File: config.mk
export PLATFORM = sky130hd
export DESIGN_NAME = tun_div
export DESIGN_NICKNAME = d
export VERILOG_FILES = /design/src/rtl/tun_pkg.sv /design/src/rtl/tun_div.sv
export SDC_FILE = /design/constraint.sdc
export NUM_CORES = 2
export LEC_CHECK = 0
export BUFFER_PORTS_ARGS = -buffer_cell sky130_fd_sc_hd__buf_2
export CAP_MARGIN = 25
export CORE_MARGIN = 2
export CORE_UTILIZATION = 40
export DETAILED_ROUTE_END_ITERATION = 12
export GPL_TIMING_DRIVEN = 0
export PLACE_DENSITY = 0.53
export SETUP_SLACK_MARGIN = 0.3
export SLEW_MARGIN = 20
export SYNTH_ARGS = -nofsm -noshare
export SYNTH_HDL_FRONTEND = slang
export SYNTH_SLANG_ARGS = --single-unit
File: constraint.sdc
create_clock -name clk -period 4.38 [get_ports clk]
set_input_delay 0.219 -clock clk [delete_from_list [all_inputs] [get_ports clk]]
set_output_delay 0.219 -clock clk [all_outputs]
set_load 0.005 [all_outputs]
File: src/rtl/tun_pkg.sv
// shared widths and the payload type for the triangle unit normal pipeline
`default_nettype none

package tun_pkg;

    localparam int NUM_AXES   = 3;
    localparam int NUM_VERTS  = 3;
    localparam int COORD_W    = 16;
    localparam int EDGE_W     = COORD_W + 1;
    localparam int PROD_W     = 2 * EDGE_W;
    localparam int CROSS_W    = PROD_W + 1;
    localparam int MAG_W      = CROSS_W - 1;
    localparam int HALF_W     = MAG_W / 2;
    localparam int PART_W     = 2 * HALF_W;
    localparam int SQ_W       = 2 * MAG_W;
    localparam int SUM_W      = SQ_W + 2;
    localparam int ROOT_W     = SUM_W / 2;
    localparam int REM_W      = ROOT_W + 3;
    localparam int FRAC_BITS  = 12;
    localparam int QUO_W      = FRAC_BITS + 1;
    localparam int NORM_W     = QUO_W + 1;
    localparam int DIV_STAGES = QUO_W + 2;
    localparam int IN_DATA_W  = NUM_AXES * NUM_VERTS * COORD_W;
    localparam int OUT_BITS   = NUM_AXES * NORM_W;
    localparam int OUT_DATA_W = ((OUT_BITS + 7) / 8) * 8;

    // cross product carried as sign and magnitude per axis
    typedef struct packed {
        logic [NUM_AXES-1:0]            sign;
        logic [NUM_AXES-1:0][MAG_W-1:0] mag;
    } cross_t;

endpackage

`default_nettype wire

File: src/rtl/tun_div.sv
// pipelined restoring divider: (mag << 12) / len, one quotient bit a stage
`default_nettype none

module tun_div (
    input  wire logic                          clk,
    input  wire logic                          ce,
    input  wire logic [tun_pkg::MAG_W-1:0]     mag,
    input  wire logic                          sign,
    input  wire logic [tun_pkg::ROOT_W-1:0]    len,
    output logic signed [tun_pkg::NORM_W-1:0]  norm
);

    localparam int RW = tun_pkg::ROOT_W;
    localparam int MW = tun_pkg::MAG_W;
    localparam int QW = tun_pkg::QUO_W;
    localparam int NW = tun_pkg::NORM_W;

    typedef struct packed {
        logic [RW-1:0] rem;
        logic          pend;
        logic [RW-1:0] len;
        logic          sign;
        logic [QW-1:0] quo;
    } div_stage_t;

    div_stage_t          st_reg [QW+1];
    logic signed [NW-1:0] norm_reg;

    // the quotient stays below 2^13, so the top dividend bits start as remainder
    always_ff @(posedge clk)
    begin
        if (ce)
        begin
            st_reg[0].rem  <= RW'(mag[MW-1:1]);
            st_reg[0].pend <= mag[0];
            st_reg[0].len  <= len;
            st_reg[0].sign <= sign;
            st_reg[0].quo  <= '0;
        end
    end

    for (genvar k = 0; k < QW; k++)
    begin : g_step
        logic [RW:0] r2;
        logic [RW:0] dsr;
        logic        ge;
        logic [RW:0] diff;

        always_comb
        begin
            r2   = {st_reg[k].rem, st_reg[k].pend};
            dsr  = {1'b0, st_reg[k].len};
            ge   = (r2 >= dsr);
            diff = r2 - dsr;
        end

        always_ff @(posedge clk)
        begin
            if (ce)
            begin
                st_reg[k+1].rem  <= ge ? diff[RW-1:0] : r2[RW-1:0];
                st_reg[k+1].pend <= 1'b0;
                st_reg[k+1].len  <= st_reg[k].len;
                st_reg[k+1].sign <= st_reg[k].sign;
                st_reg[k+1].quo  <= {st_reg[k].quo[QW-2:0], ge};
            end
        end
    end

    // apply the sign
    always_ff @(posedge clk)
    begin
        if (ce)
        begin
            norm_reg <= st_reg[QW].sign ? -$signed(NW'(st_reg[QW].quo))
                                        : $signed(NW'(st_reg[QW].quo));
        end
    end

    assign norm = norm_reg;

endmodule

`default_nettype wire

==> flow_metrics.env <==
export IMPL_status="finished, final reports clean"
export IMPL_syn_avg_cell_area_um2=10.9
export IMPL_p_leak_nw=27.9
export IMPL_grt_busiest_layer="met2"
export IMPL_placed_area_um2=62800
export IMPL_cts_tree="yes"
export IMPL_fill_cells=13700
export IMPL_fin_crit_ns=3.99
export IMPL_drc=0
export IMPL_largest_register_ffs=1014
export IMPL_power_per_cell_area_nw_per_um2=689
export IMPL_fin_hold_ws_ns=0.192
export IMPL_initial_core_util_pct=40.4
export IMPL_max_freq_mhz=250
export IMPL_grt_use_met2_pct=37.1
export IMPL_die_area_um2=152000
export IMPL_hold_viol=0
export IMPL_fin_nets=6350
export IMPL_switching_share_pct=38.0
export IMPL_worst_path_buf_inv=1
export IMPL_ant_nets=0
export IMPL_drtIter0Drc=1696
export IMPL_hpwl_um=113000
export IMPL_maxCapViolCount=0
export IMPL_ioPinCount=86
export IMPL_slew_headroom_pct=40.3
export IMPL_tightest_slew_ns=0.884
export IMPL_routed_wl_um=145000
export IMPL_grt_max_degree=150
export IMPL_cp_end_kind="flip-flop"
export IMPL_seqPwrFrac_pct=33.2
export IMPL_overflow=0
export IMPL_crit_cells=12
export IMPL_io_buffers=85
export IMPL_whs_path_depth=2
export IMPL_slew_violations=0
export IMPL_num_vias=40700
export IMPL_syn_nets=6032
export IMPL_drtPass1Iterations=5
export IMPL_grt_pass1_vias=42900
export IMPL_final_cell_mix="edfxtp_1 (1028), inv_1 (541), nand2_1 (507)"
export IMPL_grt_antenna_before_repair=0
export IMPL_ys_types=85
export IMPL_p_int_mw=29.1
export IMPL_synthFlopType="edfxtp_1"
export IMPL_final_common_cell="edfxtp_1"
export IMPL_arrival_ns=4.47
export IMPL_synth_edf_count=1028
export IMPL_syn_inst=5494
export IMPL_clockBufferDepth=3
export IMPL_final_cell_area_um2=68200
export IMPL_wl_per_cell_um=18.5
export IMPL_yosys_warnings=0
export IMPL_p_sw_mw=17.9
export IMPL_p_comb_share_pct=46.1
export IMPL_vdd_ir_drop_max_uv=321
export IMPL_syn_cell_area_um2=59800
export IMPL_r2r_cells=12
export IMPL_core_area_um2=148000
export IMPL_vias_per_cell=5.20
export IMPL_ys_ff_latch=1028
export IMPL_rows=141
export IMPL_fin_crit_sh_pct=91.1
export IMPL_seq_area_frac_synth_pct=51.7
export IMPL_instances_no_fill=7840
export IMPL_grt_use_met3_pct=2.19
export IMPL_die_x_um=390
export IMPL_grt_total_usage_pct=19.0
export IMPL_cp_top_family="compound AO/OA/AOI/OAI gates"
export IMPL_finalSetupTns_ns=0
export IMPL_clock_latency_ns=0.74
export IMPL_clockPowerShare_pct=20.7
export IMPL_critical_path_required_ns=4.86
export IMPL_cts_sinks=1028
export IMPL_async_flop_share_pct=0
export IMPL_path_clk_slew_ns=0.06
export IMPL_crit_fanout=3
export IMPL_synthToLayoutAreaGrowth_pct=14.1
export IMPL_dp_slack_ns=-1.19
export IMPL_hp_class="primary input to flip-flop"
export IMPL_die_y_um=390
export IMPL_setup_violations=0
export IMPL_gr_usage_met1_pct=17.9
export IMPL_max_stage_delay_ns=0.43
export IMPL_cts_buffers=118
export IMPL_grt_pass1_wl_um=227000
export IMPL_layout_setup_ws_ns=0.388
export IMPL_rsz0062_at_grt="true"
export IMPL_htree_levels=3
export IMPL_diodes=0
export IMPL_cp_slowest_cell="edfxtp_1"
export IMPL_drive_gt1_share_pct=10.1
export IMPL_critPathKind="flip-flop to flip-flop"
export IMPL_gp_congestion=0.913
export IMPL_place_inst=7516
export IMPL_cp_cell_sequence="buf_4, ha_1, nor2b_1, o31a_1, o31ai_1, a31oi_1, o22a_1, a221oi_2, o21ai_1, a41oi_1, xnor2_1, mux2_2"
export IMPL_worstSetupStartpointType="flip-flop"
export IMPL_fin_skew_ns=0.0218
export IMPL_cts_root_buf="clkbuf_16"
==> cell usage after synthesis (81+ instances only) <==
library cell	instances	area (um^2)
edfxtp_1	1028	30900
inv_1	543	2040
nand2_1	508	1910
o21ai_0	459	2300
ha_1	454	5680
a21oi_1	424	2120
nor2_1	232	871
a21o_1	229	1720
xnor2_1	209	1830
xor2_1	170	1490
mux2_2	129	1450
clkbuf_1	124	465
nand4_1	83	519
nand3_1	81	405
==> power groups by stage <==
stage               sequential (mW)  clock (mW)  combinational (mW)
floorplan                      15.3           0                15.5
global placement               16.1           0                20.7
detailed placement             15.8           0                20.8
CTS                            15.6        10.0                21.5
global route                   15.9        10.4                24.1
finish                         15.6        9.71                21.7
==> what timing repair did <==
item	CTS	global route
pin swaps	23	8
setup buffers	29	6
resized for setup	104	75
setup endpoints to repair	431	353
hold buffers	71	0
endpoints found under the hold margin	147	0
==> metal layers <==
layer / part of all wire, % / vias to the layer above / wire, um
met5: 0 / - / 0
met4: 8.8 / 0 / 12800
met3: 2.2 / 412 / 3260
met2: 54 / 687 / 77800
met1: 35 / 18900 / 51000
li1: - / 20700 / -
==> per-stage QoR <==
stage                     power (mW)  utilization (%)
after CTS                       47.2             45.9
after global routing            50.4             46.1
after floorplan                 30.7                -
after detailed placement        36.6             42.5
after global placement          36.8             42.3
final                           47.0             46.1
==> kinds of logic after synthesis <==
logic type      Yosys count  share of synthesized area [%]
mux                     136                           2.55
flops                  1028                           51.7
buf+inv                 694                           4.43
compound gates         1531                           15.9
fa+ha+maj               466                           9.91
simple gates           1260                           9.98
xor+xnor                379                           5.56
==> area by class of cell <==
cell class	count	area, um^2	area share [%]
flip-flops and latches	1028	30900	45.3
multi-input cells	3772	26600	39.0
clock buffers	137	3020	4.43
well taps	1930	2410	3.54
inverters	543	2040	2.99
repair buffers	198	1670	2.45
clock inverters	81	787	1.15
plain buffers	151	767	1.12
==> path summary, 6_finish.rpt <==
path / end / slack [ns] / startpoint
worst max-delay path: st_reg[12][81] / 0.39 / st_reg[11][50]
worst min-delay path: st_reg[0][36] / 0.19 / len[22]
worst max register to register: st_reg[12][81] / 0.39 / st_reg[11][50]
worst min register to register: st_reg[13][5] / 0.41 / st_reg[12][4]
(Power assumes the default switching activity.)
